File: config.mk
export PLATFORM = sky130hd
export DESIGN_NAME = keypad_scan_trigger_controller_top
export DESIGN_NICKNAME = d
export VERILOG_FILES = /design/src/rtl/kstc_pkg.sv /design/src/rtl/kstc_key_decode.sv /design/src/rtl/keypad_scan_trigger_controller_top.sv
export SDC_FILE = /design/constraint.sdc
export NUM_CORES = 1
export LEC_CHECK = 0
export BUFFER_PORTS_ARGS = -buffer_cell sky130_fd_sc_hd__buf_2
export CAP_MARGIN = 5
export CORE_MARGIN = 2
export CORE_UTILIZATION = 55
export CTS_CLUSTER_DIAMETER = 150
export CTS_CLUSTER_SIZE = 16
export DETAILED_ROUTE_END_ITERATION = 10
export HOLD_SLACK_MARGIN = 0.08
export PLACE_DENSITY = 0.79
export SYNTH_ARGS = -nofsm -noshare
export SYNTH_HDL_FRONTEND = slang
export SYNTH_SLANG_ARGS = --single-unit
File: constraint.sdc
create_clock -name i_clk -period 8.7 [get_ports i_clk]
set_clock_uncertainty 0.05 [all_clocks]
set_input_delay 0.87 -clock i_clk [delete_from_list [all_inputs] [get_ports i_clk]]
set_output_delay 0.87 -clock i_clk [all_outputs]
set_load 0.005 [all_outputs]
File: src/rtl/kstc_pkg.sv
// ============================================================================
// kstc_pkg: shared types and constants for the keypad scan trigger controller
// Holds the field widths, bus packing, register defaults and mode codes
// that the top level, the key decoder and the checker all rely on.
// ============================================================================
`default_nettype none

package kstc_pkg;

    // Matrix geometry defaults.
    localparam int DEF_MATRIX_ROWS = 5;
    localparam int DEF_MATRIX_COLS = 4;

    // Field widths.
    localparam int DIRECT_W  = 4;
    localparam int MATRIX_W  = 20;
    localparam int TIME_W    = 32;
    localparam int KEY_W     = 24;
    localparam int MODE_W    = 2;
    localparam int COUNT_W   = 9;
    localparam int TIMEOUT_W = 16;

    // Stream widths, padded to whole bytes.
    localparam int IN_DATA_W  = 64;
    localparam int OUT_DATA_W = 32;

    // Input tdata layout.
    localparam int IN_DIRECT_LSB = 0;
    localparam int IN_MATRIX_LSB = IN_DIRECT_LSB + DIRECT_W;
    localparam int IN_ENABLE_BIT = IN_MATRIX_LSB + MATRIX_W;
    localparam int IN_TIME_LSB   = IN_ENABLE_BIT + 1;

    // Output tdata layout.
    localparam int OUT_KEY_LSB  = 0;
    localparam int OUT_TRIG_BIT = OUT_KEY_LSB + KEY_W;
    localparam int OUT_LED_BIT  = OUT_TRIG_BIT + 1;
    localparam int OUT_MODE_LSB = OUT_LED_BIT + 1;
    localparam int OUT_USED_W   = OUT_MODE_LSB + MODE_W;

    // Configuration port.
    localparam int CFG_IDX_W  = 3;
    localparam int CFG_DATA_W = 16;

    typedef enum logic [CFG_IDX_W-1:0] {
        CFG_DIRECT_LEVELS = 3'd0,
        CFG_MATRIX_LEVEL  = 3'd1,
        CFG_AUTO_TIMEOUT  = 3'd2,
        CFG_PULSE_PERIOD  = 3'd3,
        CFG_PULSE_ON_THR  = 3'd4
    } t_cfg_idx;

    // Register defaults.
    localparam logic [DIRECT_W-1:0]  RST_DIRECT_LEVELS = 4'd1;
    localparam logic                 RST_MATRIX_LEVEL  = 1'b0;
    localparam logic [TIMEOUT_W-1:0] RST_AUTO_TIMEOUT  = 16'd12000;
    localparam logic [COUNT_W-1:0]   RST_PULSE_PERIOD  = 9'd400;
    localparam logic [COUNT_W-1:0]   RST_PULSE_ON_THR  = 9'd150;

    // Item kinds carried in tuser.
    typedef enum logic {
        KIND_POLL  = 1'b0,
        KIND_CLEAR = 1'b1
    } t_kind;

    // Trigger mode codes as they appear on the output.
    typedef enum logic [MODE_W-1:0] {
        MODE_MANUAL  = 2'd0,
        MODE_AUTO    = 2'd1,
        MODE_ARMING  = 2'd2,
        MODE_CLOSING = 2'd3
    } t_mode;

    // Key word bits for the trigger keys.
    localparam logic [KEY_W-1:0] SCAN_KEY_MASK = 24'h00000E;
    localparam int               F1_BIT        = 3;

endpackage

`default_nettype wire

File: src/rtl/kstc_key_decode.sv
// ============================================================================
// kstc_key_decode: pin levels to pressed-key word
// Compares each direct pin and each matrix column level with its active
// level and builds the key word: direct keys low, matrix keys row by row.
// ============================================================================
`default_nettype none

module kstc_key_decode
    import kstc_pkg::*;
#(
    parameter int MATRIX_ROWS = DEF_MATRIX_ROWS,
    parameter int MATRIX_COLS = DEF_MATRIX_COLS
) (
    input  wire logic [DIRECT_W-1:0] i_direct_pins,
    input  wire logic [MATRIX_W-1:0] i_matrix_pins,
    input  wire logic [DIRECT_W-1:0] i_direct_levels,
    input  wire logic                i_matrix_level,
    output logic      [KEY_W-1:0]    o_keys
);

    localparam int NUM_KEYS = MATRIX_ROWS * MATRIX_COLS;

    // A direct key is pressed when its pin matches the active level.
    assign o_keys[DIRECT_W-1:0] = ~(i_direct_pins ^ i_direct_levels);

    // Matrix keys beyond the scanned matrix read as not pressed.
    for (genvar g = 0; g < MATRIX_W; g++) begin : g_matrix
        if (g < NUM_KEYS && g + DIRECT_W < KEY_W) begin : g_used
            assign o_keys[g + DIRECT_W] = (i_matrix_pins[g] == i_matrix_level);
        end else begin : g_unused
            assign o_keys[g + DIRECT_W] = 1'b0;
        end
    end

endmodule

`default_nettype wire

File: src/rtl/keypad_scan_trigger_controller_top.sv
// Path: a poll transfer is captured in the input register and its result in the result register,
// which presents it on the result stream. Throughput: one item per cycle unless the output stalls;
// each poll is decoded and the trigger state updated in one pass.
// Backpressure on the output stalls the result register first, then the input register.
// Reset (i_rst_n low at a clock edge) clears both valid flags, returns the trigger machine
// to manual with trigger and LED off, and restores the configuration registers to defaults.
// ============================================================================
// keypad_scan_trigger_controller_top: keypad scan and barcode trigger control
// Decodes key pins into a key word and runs the manual / arming / auto /
// closing trigger machine that pulses the scanner trigger in auto mode.
// ============================================================================
`default_nettype none

module keypad_scan_trigger_controller_top
    import kstc_pkg::*;
#(
    parameter int MATRIX_ROWS = DEF_MATRIX_ROWS,
    parameter int MATRIX_COLS = DEF_MATRIX_COLS
) (
    input  wire logic                  i_clk,
    input  wire logic                  i_rst_n,
    // Poll stream.
    input  wire logic                  s_axis_tvalid,
    output logic                       s_axis_tready,
    // Bits up from 0: direct_pins[4], matrix_pins[20], scan_enable[1], now_time[32], zero pad.
    input  wire logic [IN_DATA_W-1:0]  s_axis_tdata,
    // Bit 0: kind.
    input  wire logic                  s_axis_tuser,
    // Result stream.
    output logic                       m_axis_tvalid,
    input  wire logic                  m_axis_tready,
    // Bits up from 0: key_status[24], trigger_on[1], led_red[1], auto_mode[2], zero pad.
    output logic      [OUT_DATA_W-1:0] m_axis_tdata,
    // Configuration writes.
    input  wire logic                  i_cfg_wr_en,
    input  wire logic [CFG_IDX_W-1:0]  i_cfg_index,
    input  wire logic [CFG_DATA_W-1:0] i_cfg_wdata
);

    // Configuration registers.
    logic [DIRECT_W-1:0]  r_direct_levels;
    logic                 r_matrix_level;
    logic [TIMEOUT_W-1:0] r_auto_timeout;
    logic [COUNT_W-1:0]   r_pulse_period;
    logic [COUNT_W-1:0]   r_pulse_on_thr;

    // Pipeline registers.
    logic                  r_in_vld;
    logic [IN_DATA_W-1:0]  r_in_data;
    logic                  r_in_kind;
    logic                  r_out_vld;
    logic [OUT_DATA_W-1:0] r_out_data;
    logic                  w_adv;

    // Trigger machine state and its next values.
    t_mode              r_mode,       n_mode;
    logic               r_shadow,     n_shadow;
    logic               r_trig,       n_trig;
    logic               r_led,        n_led;
    logic [COUNT_W-1:0] r_count,      n_count;
    logic [TIME_W-1:0]  r_start_time, n_start_time;
    logic [KEY_W-1:0]   n_status;

    // Fields of the registered input item.
    logic [DIRECT_W-1:0] w_direct;
    logic [MATRIX_W-1:0] w_matrix;
    logic                w_enable;
    logic [TIME_W-1:0]   w_now;
    logic [KEY_W-1:0]    w_keys;
    logic                w_scan_key;
    logic                w_f1;
    logic [COUNT_W-1:0]  w_count_dec;
    logic [TIME_W-1:0]   w_elapsed;
    logic                w_timeout;

    assign w_direct = r_in_data[IN_DIRECT_LSB +: DIRECT_W];
    assign w_matrix = r_in_data[IN_MATRIX_LSB +: MATRIX_W];
    assign w_enable = r_in_data[IN_ENABLE_BIT];
    assign w_now    = r_in_data[IN_TIME_LSB +: TIME_W];

    // Handshake: the input register moves on whenever the result register can take it.
    assign w_adv         = r_in_vld && (!r_out_vld || m_axis_tready);
    assign s_axis_tready = !r_in_vld || w_adv;
    assign m_axis_tvalid = r_out_vld;
    assign m_axis_tdata  = r_out_data;

    // Configuration register writes.
    always_ff @(posedge i_clk) begin
        if (!i_rst_n) begin
            r_direct_levels <= RST_DIRECT_LEVELS;
            r_matrix_level  <= RST_MATRIX_LEVEL;
            r_auto_timeout  <= RST_AUTO_TIMEOUT;
            r_pulse_period  <= RST_PULSE_PERIOD;
            r_pulse_on_thr  <= RST_PULSE_ON_THR;
        end else if (i_cfg_wr_en) begin
            case (i_cfg_index)
                CFG_DIRECT_LEVELS: r_direct_levels <= i_cfg_wdata[DIRECT_W-1:0];
                CFG_MATRIX_LEVEL:  r_matrix_level  <= i_cfg_wdata[0];
                CFG_AUTO_TIMEOUT:  r_auto_timeout  <= i_cfg_wdata[TIMEOUT_W-1:0];
                CFG_PULSE_PERIOD:  r_pulse_period  <= i_cfg_wdata[COUNT_W-1:0];
                CFG_PULSE_ON_THR:  r_pulse_on_thr  <= i_cfg_wdata[COUNT_W-1:0];
                default: begin
                end
            endcase
        end
    end

    // Input register valid flag.
    always_ff @(posedge i_clk) begin
        if (!i_rst_n) begin
            r_in_vld <= 1'b0;
        end else if (s_axis_tready) begin
            r_in_vld <= s_axis_tvalid;
        end
    end

    // Input register payload.
    always_ff @(posedge i_clk) begin
        if (s_axis_tvalid && s_axis_tready) begin
            r_in_data <= s_axis_tdata;
            r_in_kind <= s_axis_tuser;
        end
    end

    // Key decode of the registered poll.
    kstc_key_decode #(
        .MATRIX_ROWS (MATRIX_ROWS),
        .MATRIX_COLS (MATRIX_COLS)
    ) u_key_decode (
        .i_direct_pins   (w_direct),
        .i_matrix_pins   (w_matrix),
        .i_direct_levels (r_direct_levels),
        .i_matrix_level  (r_matrix_level),
        .o_keys          (w_keys)
    );

    assign w_scan_key  = |(w_keys & SCAN_KEY_MASK);
    assign w_f1        = w_keys[F1_BIT];
    assign w_count_dec = r_count - COUNT_W'(1);
    assign w_elapsed   = w_now - r_start_time;
    assign w_timeout   = w_elapsed >= {{(TIME_W-TIMEOUT_W){1'b0}}, r_auto_timeout};

    // Trigger machine: next state and result word.
    always_comb begin
        n_mode       = r_mode;
        n_shadow     = r_shadow;
        n_trig       = r_trig;
        n_led        = r_led;
        n_count      = r_count;
        n_start_time = r_start_time;
        n_status     = '0;

        if (r_in_kind == KIND_CLEAR) begin
            // A clear event restarts the pulse timing in auto mode.
            if (r_mode == MODE_AUTO) begin
                n_trig       = 1'b0;
                n_count      = r_pulse_on_thr;
                n_start_time = w_now;
            end
        end else if (!w_enable) begin
            // Scanning off: auto mode falls back to manual, keys pass unmasked.
            n_status = w_keys;
            if (r_mode == MODE_AUTO) begin
                n_mode   = MODE_MANUAL;
                n_trig   = 1'b0;
                n_shadow = 1'b0;
                n_count  = '0;
                n_led    = 1'b0;
            end
        end else begin
            n_status = w_keys & ~SCAN_KEY_MASK;
            case (r_mode)
                MODE_MANUAL: begin
                    // Trigger follows the scan keys; F1 arms auto mode.
                    if (!r_shadow && w_scan_key) begin
                        n_trig   = 1'b1;
                        n_shadow = 1'b1;
                    end else if (r_shadow && !w_scan_key) begin
                        n_trig   = 1'b0;
                        n_shadow = 1'b0;
                    end
                    if (w_f1) begin
                        n_shadow = 1'b0;
                        n_mode   = MODE_ARMING;
                        n_count  = '0;
                        n_led    = 1'b1;
                        n_trig   = 1'b1;
                    end
                end
                MODE_ARMING: begin
                    if (!w_scan_key) begin
                        n_mode       = MODE_AUTO;
                        n_start_time = w_now;
                    end
                end
                MODE_CLOSING: begin
                    if (!w_scan_key) begin
                        n_mode = MODE_MANUAL;
                    end
                end
                MODE_AUTO: begin
                    // Pulse down-counter with trigger toggling at the threshold.
                    if (r_count == '0) begin
                        n_count  = r_pulse_period;
                        n_shadow = 1'b0;
                    end else begin
                        n_count = w_count_dec;
                        if (!r_shadow && w_count_dec >= r_pulse_on_thr) begin
                            n_trig   = 1'b1;
                            n_shadow = 1'b1;
                        end else if (r_shadow && w_count_dec < r_pulse_on_thr) begin
                            n_trig   = 1'b0;
                            n_shadow = 1'b0;
                        end
                    end
                    // Timeout or F1 closes auto mode.
                    if (w_timeout || w_f1) begin
                        n_mode   = MODE_CLOSING;
                        n_trig   = 1'b0;
                        n_shadow = 1'b0;
                        n_count  = '0;
                        n_led    = 1'b0;
                    end
                end
                default: begin
                end
            endcase
        end
    end

    // Trigger machine state register.
    always_ff @(posedge i_clk) begin
        if (!i_rst_n) begin
            r_mode       <= MODE_MANUAL;
            r_shadow     <= 1'b0;
            r_trig       <= 1'b0;
            r_led        <= 1'b0;
            r_count      <= '0;
            r_start_time <= '0;
        end else if (w_adv) begin
            r_mode       <= n_mode;
            r_shadow     <= n_shadow;
            r_trig       <= n_trig;
            r_led        <= n_led;
            r_count      <= n_count;
            r_start_time <= n_start_time;
        end
    end

    // Result register valid flag.
    always_ff @(posedge i_clk) begin
        if (!i_rst_n) begin
            r_out_vld <= 1'b0;
        end else if (!r_out_vld || m_axis_tready) begin
            r_out_vld <= r_in_vld;
        end
    end

    // Result register payload.
    always_ff @(posedge i_clk) begin
        if (w_adv) begin
            r_out_data <= {{(OUT_DATA_W-OUT_USED_W){1'b0}}, n_mode, n_led, n_trig, n_status};
        end
    end

endmodule

`default_nettype wire

==> metrics <==
Final Hold Vio Count 0; Placer Congestion around 0.98; GR Overflow Total 0; RSZ-0062 raised after global routing no; Pleak approximately 0.0042 uW; vias in the first global route about 7300; gr busiest metal met2; Mapped Area 9620 um^2; outcome completed; vias per std cell 5.60; Final nets 1277; met1 global-route usage between 30% and 40%; met2 Resource Use GR between 40% and 50%; YS warnings 0; worst slew pin tran 1180 ps; combinational power share roughly 14%; Synth Flop Type dfxtp_1; Post-synth EDFFs 86; pwr dens 183 nW/um^2; Die Wd about 140 um; Cell Rows 48; total CTS buffers 17; post-cts repair resize count 0; R2R depth 17; GRT Total Usage 23.8%; Int Pwr 1440 uW; Max Cap Viol 0; drt initial violations 606; Final Cell Area 10900 um^2; Post-Place Setup Slack 3840 ps; largest net degree at the start of global routing between 90 and 100; Longest Clk Path Bufs 2; Core Util, Final 63.3%; hold depth 2; Max Freq 0.206 GHz; Placed Instance Area 10200 um^2; Remaining DRCs 0; drt wl/cell around 16 um; Syn Inst Count around 1000; Period minus WS final 4850 ps; Critical Path RT 8850 ps; remaining antenna violation count 0; DR vias 7654; PortBufs 111; Seq/Total Area, Yosys 45.0%; cts hold-fix bufs 0; Root Driver clkbuf_16; HPWL after DPL 15.5 mm; post-synth top area share 26.9%; Synth cell types 80; first-pass detailed-route iteration total 5; Critical Path Fanout Max 9; R2R setup slack a little under 4000 ps; VDD IR max 0.130 mV; synthesis-to-layout area growth 13.0%; min-delay worst type flip-flop to flip-flop; Sw Pwr 546 uW; Clk pwr share 40.4%; Reg-to-Reg Start r_in_data[28]; sequential power share 45.8%; Slew Viols, Final 0; kind of critical path flip-flop to flip-flop; CTS clock-pin slew for the worst setup and hold paths 70 ps; ys async rst share 0%; share of layout cells above drive strength 1 between 10% and 20%; global-route wire length before repair 34.9 mm; core area roughly 17000 um^2; top post-synthesis cells by area edfxtp_1, dfxtp_1, ha_1, nand2_1, xor2_1; Fin Setup TNS 0 ps; buffers inserted by post-CTS timing repair 0; Clk Latency, worst-skew pair ~440 ps; IO Pins ~120; Setup violations, final 0; Post-Route WL 21.5 mm; slew margin rel. between 20 and 25%; Worst EP arrival ~5000 ps; Initial Utilization 56.0%; final setup margin 3850 ps; diodes inserted 0; CP endpoint kind flip-flop; total chip power slightly below 2000 uW; CP Launch Type flip-flop; dominant cell type by area after synthesis edfxtp_1; Worst Hold End r_start_time[21]; Syn Area/Cell 9.23 um^2; initial antenna violation count 0; Die Span Y 136 um; CTS tree built; hold_sp r_start_time[21]; clock sinks 173; Die ar. roughly 19000 um^2; Sw Share between 20 and 30%; #FFs+latches synth 173; met3 Track Usage GR 3.91%; part of the cycle the worst path needs 55.8%; H-tree levels 4; reg-to-reg endpoint m_axis_tdata[27]
## flip-flops by register name, summed over array words and instances (netlist names)
signal,cells
r_in_data,57
r_auto_timeout,16
r_shadow,1
r_in_vld,1
r_start_time,32
r_matrix_level,1
r_pulse_period,9
r_in_kind,1
r_direct_levels,4
r_count,9
r_mode,2
r_led,1
r_trig,1
r_pulse_on_thr,9
m_axis_tdata,28
m_axis_tvalid,1
## Yosys cell counts, types with 3 or more instances
cell / instances
inv_1: 65
buf_1: 5
nand3_1: 13
nor3_1: 19
o21bai_1: 4
nor4_1: 3
a21o_1: 4
nand2_1: 190
a21oi_1: 60
or3_1: 4
nor2_1: 62
nand3b_1: 3
xor2_1: 36
buf_4: 6
a211oi_1: 8
clkbuf_1: 30
o21ai_1: 14
o21ai_0: 27
a21boi_1: 17
or2_2: 4
dfxtp_1: 87
a21oi_2: 4
o211ai_1: 22
and3_1: 5
edfxtp_1: 86
buf_2: 4
nand2b_1: 10
o31ai_1: 5
and4_1: 4
a21boi_0: 39
o2111ai_1: 10
nand4_1: 16
ha_1: 57
and2_1: 6
nor2b_1: 13
o21a_1: 12
mux2i_1: 10
xnor2_1: 15
a31oi_1: 7
buf_6: 4
o22ai_1: 4
## cell families (layout without fill, tap and decap cells)
logic type               count (synthesis)  in the layout  synth area share, %
multiplexers                            10             10                 1.04
AO/OA/AOI/OAI                          257            257                 18.0
AND/OR/NAND/NOR                        373            373                 18.1
flip-flops                             173            173                 45.0
XOR/XNOR                                52             52                 4.81
buffers and inverters                  118            216                 5.45
adder cells (fa/ha/maj)                 58             58                 7.62
other                                    1              4               0.0390
## per-stage QoR
step	hold slack, ps	cells
final	402	1368
after global routing	424	1368
after CTS	405	1368
after detailed placement	395	1336
after global placement	390	1336
after floorplan	384	1045
## metal layers
| metal | vias up | share of wire, % |
|---|---|---|
| met3 | 33 | 4.5 |
| met4 | 0 | 1.7 |
| met1 | 3569 | 45 |
| met2 | 218 | 49 |
| li1 | 3834 | - |
| met5 | - | 0 |
## how the worst max path moves through the flow
| stage | from | to | slack (ps) | cells past startpoint |
|---|---|---|---|---|
| after floorplan | r_in_data[29] | m_axis_tdata[27] | 4550 | 17 |
| after global placement | r_in_data[28] | m_axis_tdata[27] | 3910 | 17 |
| after detailed placement | r_in_data[28] | m_axis_tdata[27] | 3840 | 17 |
| after CTS | r_in_data[28] | m_axis_tdata[27] | 3820 | 17 |
| after global routing | r_in_data[29] | m_axis_tdata[27] | 3550 | 17 |
| final | r_in_data[28] | m_axis_tdata[27] | 3850 | 17 |
## area by class of cell
cell class	instances	area (um^2)
Inverter	66	248
Fill cell	1484	6310
Clock inverter	15	196
Tap cell	225	282
Multi-Input combinational cell	754	4780
Clock buffer	17	425
Timing Repair Buffer	118	608
Sequential cell	173	4320
## worst max-delay path, stage by stage, from the launching register on
cell and delay, ps:
edfxtp_1 410, ha_1 390, o211ai_1 110, a21oi_1 250
o21bai_1 160, a21oi_1 310, nor2_1 130, o31ai_1 290
xor2_1 100, ha_1 190, or4_4 530, a211oi_2 210
nand4_1 130, nor3_2 270, nand4bb_2 180, nor4_4 610
a21oi_2 130, a21o_1 170
## power groups by stage
| stage | clock network (uW) | logic (uW) | registers (uW) |
|---|---|---|---|
| final | 805 | 274 | 910 |
| after global routing | 849 | 309 | 913 |
| after CTS | 819 | 273 | 910 |
| after detailed placement | 0 | 271 | 929 |
| after global placement | 0 | 264 | 927 |
| after floorplan | 0 | 200 | 923 |
## placed cells by master (no fill, tap or decap), drive strengths merged, types with 22 or more instances in the layout
cell    synthesis  routed
nand2         191     191
o211ai         22      22
edfxtp         86      86
nor2           63      63
a21boi         56      56
buf            19     118
inv            65      74
dfxtp          87      87
o21ai          41      41
ha             57      57
xor2           37      37
a21oi          64      64
(Power assumes the default switching activity.)
